## config.mk

```make
export PLATFORM = sky130hd
export DESIGN_NAME = blocking_cache_with_request_queue
export DESIGN_NICKNAME = d
export VERILOG_FILES = /design/src/rtl/cbq_pkg.sv /design/src/rtl/cbq_store.sv /design/src/rtl/cbq_outbuf.sv /design/src/rtl/blocking_cache_with_request_queue.sv
export VERILOG_INCLUDE_DIRS = /design/src /design/src/rtl
export SDC_FILE = /design/constraint.sdc
export NUM_CORES = 2
export LEC_CHECK = 0
export ABC_AREA = 1
export BUFFER_PORTS_ARGS = -buffer_cell sky130_fd_sc_hd__buf_2
export CELL_PAD_IN_SITES_DETAIL_PLACEMENT = 2
export CELL_PAD_IN_SITES_GLOBAL_PLACEMENT = 2
export CORE_UTILIZATION = 39
export DETAILED_ROUTE_END_ITERATION = 12
export PLACE_DENSITY = 0.72
export SYNTH_ARGS = -nofsm -noshare
export SYNTH_HDL_FRONTEND = slang
export SYNTH_SLANG_ARGS = --single-unit
```

## constraint.sdc

```tcl
create_clock -name clk -period 6.9 [get_ports clk]
set_input_delay 1.38 -clock clk [delete_from_list [all_inputs] [get_ports clk]]
set_output_delay 1.38 -clock clk [all_outputs]
set_load 0.01 [all_outputs]
```

## src/rtl/assert_macros.svh

```systemverilog
// Assertion macros shared by the cache RTL.
// Expects clk and arst_n in the scope of use.
`ifndef ASSERT_MACROS_SVH
`define ASSERT_MACROS_SVH

// cond holds at every edge out of reset
`define CBQ_ASSERT_NOW(lbl, cond, msg) \
	lbl: assert property (@(posedge clk) disable iff (!arst_n) (cond)) else $error(msg);

// a at an edge implies c at the same edge
`define CBQ_ASSERT_IMP(lbl, a, c, msg) \
	lbl: assert property (@(posedge clk) disable iff (!arst_n) (a) |-> (c)) else $error(msg);

`endif

```

## src/rtl/cbq_pkg.sv

```systemverilog
// Types, codes and byte helpers for the blocking cache.
// No dependencies; imported by every cache module.
package cbq_pkg;

	typedef enum logic [3:0] {
		S_IDLE, S_SERVE, S_LOOK, S_CMP, S_HIT, S_MISS, S_LFSR, S_MOD,
		S_WBRD, S_WB, S_INST, S_REJ, S_ERR, S_DRAIN, S_DONE
	} state_t;

	localparam logic [2:0] K_RESP  = 3'd0;
	localparam logic [2:0] K_MEMRD = 3'd1;
	localparam logic [2:0] K_MEMWR = 3'd2;
	localparam logic [2:0] K_WB    = 3'd3;
	localparam logic [2:0] K_REJ   = 3'd4;
	localparam logic [2:0] K_ERR   = 3'd5;

	localparam logic CFG_QLIMIT = 1'b0;
	localparam logic CFG_SEED   = 1'b1;

	localparam int TAG_W = 29;

	typedef struct packed {
		logic [31:0] addr;
		logic [3:0]  cnt;
		logic [1:0]  port;
		logic        wr;
		logic        nr;
		logic [63:0] data;
	} req_t;

	typedef struct packed {
		logic [2:0]  kind;
		logic [1:0]  port;
		logic [31:0] addr;
		logic [63:0] data;
		logic [3:0]  cnt;
		logic        hit;
	} res_t;

	function automatic logic [63:0] byte_mask(input logic [3:0] cnt);
		if (cnt >= 4'd8)
			return '1;
		return (64'd1 << {cnt[2:0], 3'b000}) - 64'd1;
	endfunction

	function automatic logic [63:0] read_bytes(input logic [63:0] blk, input logic [2:0] off,
			input logic [3:0] cnt);
		return (blk >> {off, 3'b000}) & byte_mask(cnt);
	endfunction

	function automatic logic [63:0] write_bytes(input logic [63:0] blk, input logic [2:0] off,
			input logic [3:0] cnt, input logic [63:0] d);
		logic [63:0] m;
		m = byte_mask(cnt) << {off, 3'b000};
		return (blk & ~m) | ((d << {off, 3'b000}) & m);
	endfunction

	// taps 16,14,13,11, shifting right
	function automatic logic [15:0] lfsr_next(input logic [15:0] l);
		return {l[0] ^ l[2] ^ l[3] ^ l[5], l[15:1]};
	endfunction

endpackage

```

## src/rtl/cbq_store.sv

```systemverilog
// Tag and data memory of the cache lines, one write and one registered read port.
// Depends on cbq_pkg.
module cbq_store #(
	parameter int LINES = 16,
	parameter int LW    = 4
) (
	input  logic                     clk,
	input  logic                     we,
	input  logic [LW-1:0]            waddr,
	input  logic [cbq_pkg::TAG_W-1:0] wtag,
	input  logic [63:0]              wdata,
	input  logic [LW-1:0]            raddr,
	output logic [cbq_pkg::TAG_W-1:0] rtag,
	output logic [63:0]              rdata
);
	import cbq_pkg::*;

	logic [TAG_W-1:0] tag_mem [LINES];
	logic [63:0]      data_mem [LINES];

	always_ff @(posedge clk) begin
		if (we) begin
			tag_mem[waddr]  <= wtag;
			data_mem[waddr] <= wdata;
		end
	end

	always_ff @(posedge clk) begin
		rtag  <= tag_mem[raddr];
		rdata <= data_mem[raddr];
	end

endmodule

```

## src/rtl/cbq_outbuf.sv

```systemverilog
// Result buffer: holds one result back until it is known whether it is the last
// of its item, then moves it to the output register. Depends on cbq_pkg.
module cbq_outbuf (
	input  logic          clk,
	input  logic          arst_n,
	input  logic          push,
	input  cbq_pkg::res_t res_in,
	input  logic          flush,
	output logic          ok,
	input  logic          out_ready,
	output logic          out_valid,
	output cbq_pkg::res_t out_res,
	output logic          out_last
);
	import cbq_pkg::*;

	logic pend_vld_q;
	res_t pend_q;
	logic out_vld_q;
	res_t out_q;
	logic last_q;

	assign ok        = !out_vld_q || out_ready;
	assign out_valid = out_vld_q;
	assign out_res   = out_q;
	assign out_last  = last_q;

	always_ff @(posedge clk or negedge arst_n) begin
		if (!arst_n) begin
			pend_vld_q <= 1'b0;
			out_vld_q  <= 1'b0;
		end else if (ok && (push || flush) && pend_vld_q) begin
			out_vld_q  <= 1'b1;
			pend_vld_q <= push;
		end else begin
			if (out_ready)
				out_vld_q <= 1'b0;
			if (ok && push)
				pend_vld_q <= 1'b1;
		end
	end

	always_ff @(posedge clk) begin
		if (ok && (push || flush) && pend_vld_q) begin
			out_q  <= pend_q;
			last_q <= !push;
		end
		if (ok && push)
			pend_q <= res_in;
	end

endmodule

```

## src/rtl/blocking_cache_with_request_queue.sv

```systemverilog
// Blocking fully associative write-back cache with one outstanding miss and a queue.
// A request scans the lines with one shared tag compare: an empty line takes a look step
// and a valid line a look and a compare step; an eviction adds an LFSR step, reciprocal
// remainder, victim read and writeback. One item at a time; results leave through a
// registered output. Reset clears valid bits and control at once.
module blocking_cache_with_request_queue #(
	parameter int LINES       = 16,
	parameter int QUEUE_DEPTH = 4,
	parameter int PORTS       = 4
) (
	input  logic        clk,
	input  logic        arst_n,
	input  logic        in_valid,
	output logic        in_ready,
	input  logic        mode,
	input  logic [1:0]  port,
	input  logic        is_write,
	input  logic        needs_response,
	input  logic [31:0] address,
	input  logic [3:0]  byte_count,
	input  logic [63:0] payload,
	output logic        out_valid,
	input  logic        out_ready,
	output logic [2:0]  kind,
	output logic [1:0]  dest_port,
	output logic [31:0] out_address,
	output logic [63:0] out_data,
	output logic [3:0]  out_count,
	output logic        was_hit,
	output logic        last,
	input  logic        cfg_valid,
	output logic        cfg_ready,
	input  logic        cfg_index,
	input  logic [15:0] cfg_data
);
	import cbq_pkg::*;
	`include "assert_macros.svh"

	localparam int LW = $clog2(LINES);
	localparam int QW = (QUEUE_DEPTH > 1) ? $clog2(QUEUE_DEPTH) : 1;
	localparam int CW = $clog2(QUEUE_DEPTH + 1);
	localparam int MS = 16 + LW;
	localparam logic [17:0] MREC = 18'(((64'd1 << MS) + 64'(LINES) - 64'd1) / 64'(LINES));

	state_t state_q, state_d;
	req_t   cur_q, held_q;
	logic   fill_q, held_vld_q, busy_q;
	logic [1:0]  wport_q;
	logic [2:0]  qlim_q;
	logic [15:0] lfsr_q, mod_sh_q, mod_quo_q;
	logic [LW-1:0] scan_q, inv_idx_q;
	logic        mod_cnt_q;
	logic        inv_found_q;
	logic [LINES-1:0] valid_q;
	req_t        qent_q [QUEUE_DEPTH];
	logic [QW-1:0] qhead_q;
	logic [CW-1:0] qcount_q;

	logic in_fire, room, bad, aligned, last_line, match, cur_vld, inv_any;
	logic push, flush, ok, adv, we;
	res_t res;
	logic [TAG_W-1:0] rtag;
	logic [63:0] rdata, wdata, inst_data;
	logic [CW:0] tsum;
	logic [QW-1:0] qtail;
	logic [33:0] mod_prod;
	logic [23:0] mod_qd;
	logic [LW-1:0] mod_nx;
	logic [4:0] span;
	req_t in_req;

	assign in_req    = '{addr: address, cnt: byte_count, port: port, wr: is_write,
		nr: needs_response, data: payload};
	assign in_ready  = (state_q == S_IDLE);
	assign cfg_ready = 1'b1;
	assign in_fire   = in_valid && in_ready;
	assign room      = (5'(qcount_q) < 5'(qlim_q)) && (qcount_q < CW'(QUEUE_DEPTH));
	assign span      = 5'(cur_q.addr[2:0]) + 5'(cur_q.cnt);
	assign bad       = ({1'b0, cur_q.port} >= 3'(PORTS)) || (cur_q.cnt == 4'd0) ||
		(span > 5'd8);
	assign aligned   = (cur_q.addr[2:0] == 3'd0) && (cur_q.cnt == 4'd8);
	assign last_line = (scan_q == LW'(LINES - 1));
	assign cur_vld   = valid_q[scan_q];
	assign match     = (rtag == cur_q.addr[31:3]);
	assign inv_any   = inv_found_q || ((state_q == S_LOOK) && !cur_vld);
	assign tsum      = (CW+1)'(qhead_q) + (CW+1)'(qcount_q);
	assign qtail     = (tsum >= (CW+1)'(QUEUE_DEPTH)) ? QW'(tsum - (CW+1)'(QUEUE_DEPTH))
		: QW'(tsum);
	// victim = lfsr mod LINES: quotient by reciprocal multiply, then remainder
	assign mod_prod  = 34'(mod_sh_q) * 34'(MREC);
	assign mod_qd    = 24'(mod_quo_q) * 24'(LINES);
	assign mod_nx    = mod_sh_q[LW-1:0] - mod_qd[LW-1:0];
	assign inst_data = (held_vld_q && held_q.wr)
		? write_bytes(cur_q.data, held_q.addr[2:0], held_q.cnt, held_q.data) : cur_q.data;
	assign adv       = !push || ok;

	cbq_store #(.LINES(LINES), .LW(LW)) u_store (
		.clk(clk), .we(we), .waddr(scan_q), .wtag(cur_q.addr[31:3]), .wdata(wdata),
		.raddr(scan_q), .rtag(rtag), .rdata(rdata)
	);

	res_t out_res;
	cbq_outbuf u_outbuf (
		.clk(clk), .arst_n(arst_n), .push(push), .res_in(res), .flush(flush), .ok(ok),
		.out_ready(out_ready), .out_valid(out_valid), .out_res(out_res), .out_last(last)
	);
	assign kind        = out_res.kind;
	assign dest_port   = out_res.port;
	assign out_address = out_res.addr;
	assign out_data    = out_res.data;
	assign out_count   = out_res.cnt;
	assign was_hit     = out_res.hit;

	// next state
	always_comb begin
		state_d = state_q;
		case (state_q)
			S_IDLE: begin
				if (in_fire) begin
					if (mode)
						state_d = busy_q ? S_LOOK : S_IDLE;
					else if (busy_q)
						state_d = room ? S_IDLE : S_REJ;
					else
						state_d = S_SERVE;
				end
			end
			S_SERVE: state_d = bad ? S_ERR : S_LOOK;
			S_LOOK: begin
				if (cur_vld)
					state_d = S_CMP;
				else if (last_line)
					state_d = !fill_q ? S_MISS : (inv_any ? S_INST : S_LFSR);
			end
			S_CMP: begin
				if (match)
					state_d = fill_q ? S_INST : S_HIT;
				else if (last_line)
					state_d = !fill_q ? S_MISS : (inv_any ? S_INST : S_LFSR);
				else
					state_d = S_LOOK;
			end
			S_HIT, S_MISS, S_ERR: if (adv) state_d = S_DRAIN;
			S_REJ:   if (adv) state_d = S_DONE;
			S_LFSR:  state_d = S_MOD;
			S_MOD:   if (mod_cnt_q) state_d = S_WBRD;
			S_WBRD:  state_d = S_WB;
			S_WB:    if (adv) state_d = S_INST;
			S_INST:  if (adv) state_d = S_DRAIN;
			S_DRAIN: state_d = (!busy_q && qcount_q != '0) ? S_SERVE : S_DONE;
			S_DONE:  if (ok) state_d = S_IDLE;
			default: state_d = S_IDLE;
		endcase
	end

	// outputs
	always_comb begin
		push  = 1'b0;
		flush = 1'b0;
		we    = 1'b0;
		wdata = inst_data;
		res   = '{kind: K_RESP, port: 2'd0, addr: cur_q.addr, data: 64'd0, cnt: 4'd8, hit: 1'b0};
		case (state_q)
			S_REJ: begin
				push = 1'b1;
				res  = '{kind: K_REJ, port: cur_q.port, addr: cur_q.addr, data: 64'd0,
					cnt: 4'd1, hit: 1'b0};
			end
			S_ERR: begin
				push = 1'b1;
				res  = '{kind: K_ERR, port: cur_q.port, addr: cur_q.addr, data: 64'd0,
					cnt: 4'd1, hit: 1'b0};
			end
			S_HIT: begin
				we    = cur_q.wr;
				wdata = write_bytes(rdata, cur_q.addr[2:0], cur_q.cnt, cur_q.data);
				push  = cur_q.nr;
				res   = '{kind: K_RESP, port: cur_q.port, addr: cur_q.addr,
					data: cur_q.wr ? 64'd0 : read_bytes(rdata, cur_q.addr[2:0], cur_q.cnt),
					cnt: cur_q.cnt, hit: 1'b1};
			end
			S_MISS: begin
				push = 1'b1;
				if (aligned)
					res = '{kind: cur_q.wr ? K_MEMWR : K_MEMRD, port: 2'd0, addr: cur_q.addr,
						data: cur_q.wr ? cur_q.data : 64'd0, cnt: 4'd8, hit: 1'b0};
				else
					res = '{kind: K_MEMRD, port: 2'd0, addr: {cur_q.addr[31:3], 3'b000},
						data: 64'd0, cnt: 4'd8, hit: 1'b0};
			end
			S_WB: begin
				push = 1'b1;
				res  = '{kind: K_WB, port: 2'd0, addr: {rtag, 3'b000}, data: rdata,
					cnt: 4'd8, hit: 1'b0};
			end
			S_INST: begin
				we = 1'b1;
				if (held_vld_q) begin
					push = held_q.nr;
					res  = '{kind: K_RESP, port: wport_q, addr: held_q.addr,
						data: held_q.wr ? 64'd0
							: read_bytes(inst_data, held_q.addr[2:0], held_q.cnt),
						cnt: held_q.cnt, hit: 1'b0};
				end else begin
					push = 1'b1;
					res  = '{kind: K_RESP, port: wport_q, addr: {cur_q.addr[31:3], 3'b000},
						data: held_q.wr ? 64'd0 : cur_q.data, cnt: 4'd8, hit: 1'b0};
				end
			end
			S_DONE: flush = 1'b1;
			default: ;
		endcase
	end

	always_ff @(posedge clk or negedge arst_n) begin
		if (!arst_n) begin
			state_q     <= S_IDLE;
			busy_q      <= 1'b0;
			held_vld_q  <= 1'b0;
			wport_q     <= 2'd0;
			qlim_q      <= 3'd4;
			lfsr_q      <= 16'd1;
			valid_q     <= '0;
			qhead_q     <= '0;
			qcount_q    <= '0;
			inv_found_q <= 1'b0;
			fill_q      <= 1'b0;
		end else begin
			state_q <= state_d;
			if (cfg_valid && cfg_ready) begin
				if (cfg_index == CFG_QLIMIT)
					qlim_q <= cfg_data[2:0];
				else
					lfsr_q <= cfg_data;
			end
			case (state_q)
				S_IDLE: begin
					if (in_fire) begin
						fill_q      <= mode;
						inv_found_q <= 1'b0;
						if (!mode && busy_q && room)
							qcount_q <= qcount_q + 1'b1;
					end
				end
				S_SERVE: begin
					fill_q      <= 1'b0;
					inv_found_q <= 1'b0;
				end
				S_LOOK: if (!cur_vld) inv_found_q <= 1'b1;
				S_LFSR: lfsr_q <= lfsr_next(lfsr_q);
				S_MISS: begin
					if (adv) begin
						busy_q     <= 1'b1;
						wport_q    <= cur_q.port;
						held_vld_q <= !aligned;
					end
				end
				S_INST: begin
					if (adv) begin
						valid_q[scan_q] <= 1'b1;
						busy_q          <= 1'b0;
						wport_q         <= 2'd0;
						held_vld_q      <= 1'b0;
					end
				end
				S_DRAIN: begin
					if (!busy_q && qcount_q != '0) begin
						qcount_q <= qcount_q - 1'b1;
						qhead_q  <= (qhead_q == QW'(QUEUE_DEPTH - 1)) ? '0 : qhead_q + 1'b1;
					end
				end
				default: ;
			endcase
		end
	end

	// payload and scan registers
	always_ff @(posedge clk) begin
		case (state_q)
			S_IDLE: begin
				scan_q <= '0;
				if (in_fire) begin
					cur_q <= in_req;
					if (!mode && busy_q && room)
						qent_q[qtail] <= in_req;
				end
			end
			S_SERVE: scan_q <= '0;
			S_LOOK: begin
				if (!cur_vld && !inv_found_q)
					inv_idx_q <= scan_q;
				if (!cur_vld && !last_line)
					scan_q <= scan_q + 1'b1;
				else if (!cur_vld && inv_found_q)
					scan_q <= inv_idx_q;
			end
			S_CMP: begin
				if (!match && !last_line)
					scan_q <= scan_q + 1'b1;
				else if (!match && inv_found_q)
					scan_q <= inv_idx_q;
			end
			S_LFSR: begin
				mod_sh_q  <= lfsr_next(lfsr_q);
				mod_cnt_q <= 1'b0;
			end
			S_MOD: begin
				mod_quo_q <= 16'(mod_prod >> MS);
				mod_cnt_q <= 1'b1;
				if (mod_cnt_q)
					scan_q <= mod_nx;
			end
			S_MISS: if (adv) held_q <= cur_q;
			S_DRAIN: if (!busy_q && qcount_q != '0) cur_q <= qent_q[qhead_q];
			default: ;
		endcase
	end

	`CBQ_ASSERT_IMP(a_held_busy, held_vld_q, busy_q, "held request without outstanding miss")
	`CBQ_ASSERT_IMP(a_serve_idle, state_q == S_SERVE, !busy_q, "request served while busy")
	`CBQ_ASSERT_NOW(a_queue_bound, qcount_q <= CW'(QUEUE_DEPTH), "queue overflow")
	`CBQ_ASSERT_IMP(a_fill_busy, state_q == S_INST, busy_q && fill_q, "install without miss")

endmodule
```

==> metrics.log <==
INFO  metric placed_cells = 12,360
INFO  metric status = complete, but fails checks
INFO  metric port_buffers = 235
INFO  metric tritoncts = done
INFO  metric crit_path_frequent_cell = sky130_fd_sc_hd__inv_1
INFO  metric vdd.ir_drop.worst = 0.0004041 V
INFO  metric drv_cap = 1
INFO  metric intPower = 32.31 mW
INFO  metric final_hold_viol_count = 0
INFO  metric cts_hold_repair.buffers = 0
INFO  metric die_ar = 267,900 µm²
INFO  metric total_design_power = 53.39 mW
INFO  metric drive_gt1_share = 9.790%
INFO  metric place_congestion = 0.9512
INFO  metric drv_slew = 17
INFO  metric wirelength = 434,200 µm
INFO  metric fin_worst_hold_slack = 0.4028 ns
INFO  metric setup-tns-final = 0 ns
INFO  metric floorplan.die.width = 517.6 µm
INFO  metric combinationalPowerShare = 31.0%
INFO  metric pre_cts_ws = 2.069 ns
INFO  metric drt_pass1_iterations = 5
INFO  metric slew_headroom = -1.922%
INFO  metric postCtsSetupBuffers = 0
INFO  metric clock_skew = 0.07889 ns
INFO  metric ys_async_sr_fraction = 2.096%
INFO  metric fp.coreArea = 263,200 µm²
INFO  metric cts.repair.resized = 0
INFO  metric synth.cell_area = 103,700 µm²
INFO  metric cts.path.max_buffers = 4
INFO  metric synthToLayoutAreaGrowth = 13.57%
INFO  metric grt_pass1_vias = 83,360
INFO  metric post_synth_edffs = 2,336
INFO  metric dpl.hpwl = 263,700 µm
INFO  metric ys.flop_type = sky130_fd_sc_hd__edfxtp_1
INFO  metric total_leakage_power = 40.32 nW
INFO  metric worstSetupPathType = reg2reg
INFO  metric floorplan.initialDensity = 39.38%
INFO  metric drc_errors = 0
INFO  metric syn_inst = 9,027
INFO  metric avgViaCountPerCell = 6.077
INFO  metric syn-num-nets = 9,167
INFO  metric crit_path_required_time = 7.63 ns
INFO  metric clkTransAtPathRegs = 0.06 ns
INFO  metric synth.top_cells.by_area = sky130_fd_sc_hd__edfxtp_1 68%, sky130_fd_sc_hd__o21ai_0 6.0%, sky130_fd_sc_hd__nor2_1 5.3%
INFO  metric postRouteAntennaNets = 0
INFO  metric synth.yosys.seq_area_share = 70.72%
INFO  metric hold_path_class = reg2reg
INFO  metric stdcell_count = 12,870
INFO  metric rsz_0062_raised_after_global_routing = no
INFO  metric cts.sink_count = 2,481
INFO  metric final_critical_path_setup_slack = 1.784 ns
INFO  metric cts_inserted_buffers = 286
INFO  metric max_freq = 195.5 MHz
INFO  metric syn-mean-instance-area = 11.48 µm²
INFO  metric cell_type_with_the_highest_aggregate_area_in_the_netlist = sky130_fd_sc_hd__edfxtp_1
INFO  metric wl_per_cell = 33.75 µm
INFO  metric setup.worst_path.start_class = register
INFO  metric net-switching-power = 21.07 mW
INFO  metric cpPeakStageDelay = 0.96 ns
INFO  metric initial_antenna_violation_count = 41
INFO  metric power_density = 453.4 nW/µm²
INFO  metric i_o_pin_cnt = 237
INFO  metric grt_overflow_total = 0
INFO  metric crit_path_max_fanout = 28
INFO  metric fin_nets = 9,273
INFO  metric row_count = 188
INFO  metric synthesis.yosys.warnings = 0
INFO  metric chipHeight = 517.6 µm
INFO  metric worstSkewPairLatency = 0.94 ns
INFO  metric period_minus_slack = 5.116 ns
INFO  metric violations = capacitance limit, slew limit
INFO  metric max_slew.worst_pin.slew = 1.519 ns
INFO  metric synthDominantCellAreaShare = 67.67%
INFO  metric critPathCaptureType = register
INFO  metric synth.ff_latch_count = 2,481
INFO  metric cp_data_arrival_time = 5.85 ns
INFO  metric track_usage = 31.61%
INFO  metric slowest_stage_cell_crit_path = sky130_fd_sc_hd__o21ai_2
INFO  metric power_frac_seq = 41.1%
INFO  metric setup_viol = 0
INFO  metric clock_tree.htree_level_count = 5
INFO  metric grt_max_degree = 182
INFO  metric synth.distinct_cells = 62
INFO  metric wire_length_of_the_first_global_routing_pass = 613,700 µm
INFO  metric p_sw_share = 39.48%
INFO  metric initialDrtViolationCount = 7,488
INFO  metric final_min_period_over_clock_period = 74.15%
INFO  metric dr_total_vias = 78,200
INFO  metric critical_path_cell_by_cell = clkinv_2, nand2_1, nor2_1, inv_1, o21ai_2, inv_1, o21ai_0, a21oi_1, a31oi_1, buf_4
INFO  metric fillers = 26,290
INFO  metric cts_root_buf = sky130_fd_sc_hd__clkbuf_16
INFO  metric clockPowerShare = 27.9%
==> registers in the layout (all words and copies together) (netlist names), 29 cells and up <==
register and flops:
u_store.data_mem 1024, u_store.rtag 29, held_q 102, u_outbuf.pend_q 106, u_store.tag_mem 464, cur_q 104
u_store.rdata 64, u_outbuf.out_res 106, qent_q 416
==> layout by cell type, fill, tap and decap left out, drive strengths merged, types with 19 or more instances in the layout <==
master	Yosys	layout
nand3	363	363
clkbuf	438	390
a221oi	50	50
edfxtp	2336	2336
nand2	1394	1394
o211ai	67	67
buf	153	409
a22oi	35	35
bufinv	0	19
dfrtp	50	50
xor2	20	20
dfxtp	93	93
o221ai	21	21
a31oi	137	137
nor2	1471	1471
o22ai	405	405
inv	265	271
nand4	121	121
o21ai	1271	1271
a21oi	211	211
clkinv	6	75
==> area by class of cell <==
type	instances	area (µm²)	area share, %
Clock buffer	390	7886	6.698
Tap cell	3515	4398	3.736
Clock inverter	101	997.2	0.8470
Multi-Input combinational cell	5684	27170	23.08
Sequential cell	2481	73320	62.28
Timing Repair Buffer	409	2858	2.427
Antenna cell	16	40.04	0.03401
Inverter	271	1060	0.9001
==> power by group through the flow <==
stage | Sequential, mW | Clock [mW] | Combinational [mW]
after floorplan | 21.0 | 0 | 9.13
after global placement | 22.1 | 0 | 15.4
after detailed placement | 22.2 | 0 | 16.2
after CTS | 21.9 | 15.1 | 16.5
after global routing | 21.9 | 15.5 | 17.6
final | 21.9 | 14.9 | 16.6
==> cells by family after synthesis <==
family	count (synthesis)	synth area share [%]
AND/OR/NAND/NOR	3380	13.19
buffers and inverters	862	3.361
AO/OA/AOI/OAI	2250	12.20
adder cells (fa/ha/maj)	13	0.1714
multiplexers	4	0.03983
flip-flops	2481	70.72
XOR/XNOR	36	0.3042
other	1	0.003618
==> worst paths after layout <==
| check | start | endpoint | slack, ns | cells after the start |
|---|---|---|---|---|
| hold / removal | u_outbuf.pend_q[105] | u_outbuf.out_res[105] | 0.40 | 0 |
| min in group asynchronous | arst_n | lfsr_q[8] | 0.60 | 2 |
| setup / recovery | cur_q[73] | u_store.data_mem[2][37] | 1.78 | 10 |
| setup reg to reg | cur_q[73] | u_store.data_mem[2][37] | 1.78 | 10 |
| max in group asynchronous | arst_n | qhead_q[0] | 5.64 | 2 |
| hold reg to reg | u_outbuf.pend_q[105] | u_outbuf.out_res[105] | 0.40 | 0 |
==> per-stage QoR <==
stage,util [%],instance area (µm²)
finish,44.73,117700
global route,44.72,117700
CTS,44.70,117700
detailed placement,41.33,108800
global placement,41.32,108800
floorplan,-,103700
==> cells in the mapped netlist (8+ instances only) <==
cell type                  count
sky130_fd_sc_hd__buf_2        98
sky130_fd_sc_hd__nor3_1       13
sky130_fd_sc_hd__o21ai_1      19
sky130_fd_sc_hd__nor2_4        8
sky130_fd_sc_hd__xor2_1       20
sky130_fd_sc_hd__dfxtp_1      93
sky130_fd_sc_hd__nand2_2       9
sky130_fd_sc_hd__buf_1        29
sky130_fd_sc_hd__inv_2        14
sky130_fd_sc_hd__nand2_1    1383
sky130_fd_sc_hd__nand4_1     121
sky130_fd_sc_hd__inv_1       250
sky130_fd_sc_hd__nand3_1     356
sky130_fd_sc_hd__o21ai_0    1249
sky130_fd_sc_hd__a22oi_1      35
sky130_fd_sc_hd__nor2_1     1457
sky130_fd_sc_hd__o211ai_1     67
sky130_fd_sc_hd__xnor2_1      16
sky130_fd_sc_hd__edfxtp_1   2336
sky130_fd_sc_hd__o22ai_1     405
sky130_fd_sc_hd__a31oi_1     137
sky130_fd_sc_hd__o21bai_1     11
sky130_fd_sc_hd__ha_1         11
sky130_fd_sc_hd__dfrtp_1      50
sky130_fd_sc_hd__buf_4        21
sky130_fd_sc_hd__clkbuf_1    436
sky130_fd_sc_hd__a211oi_1     11
sky130_fd_sc_hd__a221oi_1     50
sky130_fd_sc_hd__a21oi_1     208
sky130_fd_sc_hd__o221ai_1     21
==> per-layer routing <==
| layer | vias up | GRT usage [%] | wire, µm |
|---|---|---|---|
| li1 | 32890 | - | - |
| met1 | 41670 | 41.19 | 179000 |
| met2 | 2819 | 53.19 | 211000 |
| met3 | 795 | 3.995 | 24030 |
| met4 | 18 | 13.10 | 20070 |
| met5 | - | 0 | 118 |
==> worst max-delay path, delay by kind of cell, from the launching register on <==
family                 cells  cell delay (ns)
buffers and inverters      4             1.62
AND/OR/NAND/NOR            2             0.50
AO/OA/AOI/OAI              4             2.28
flip-flops                 1             0.49
Note: power is estimated with default switching activity, not from simulation.
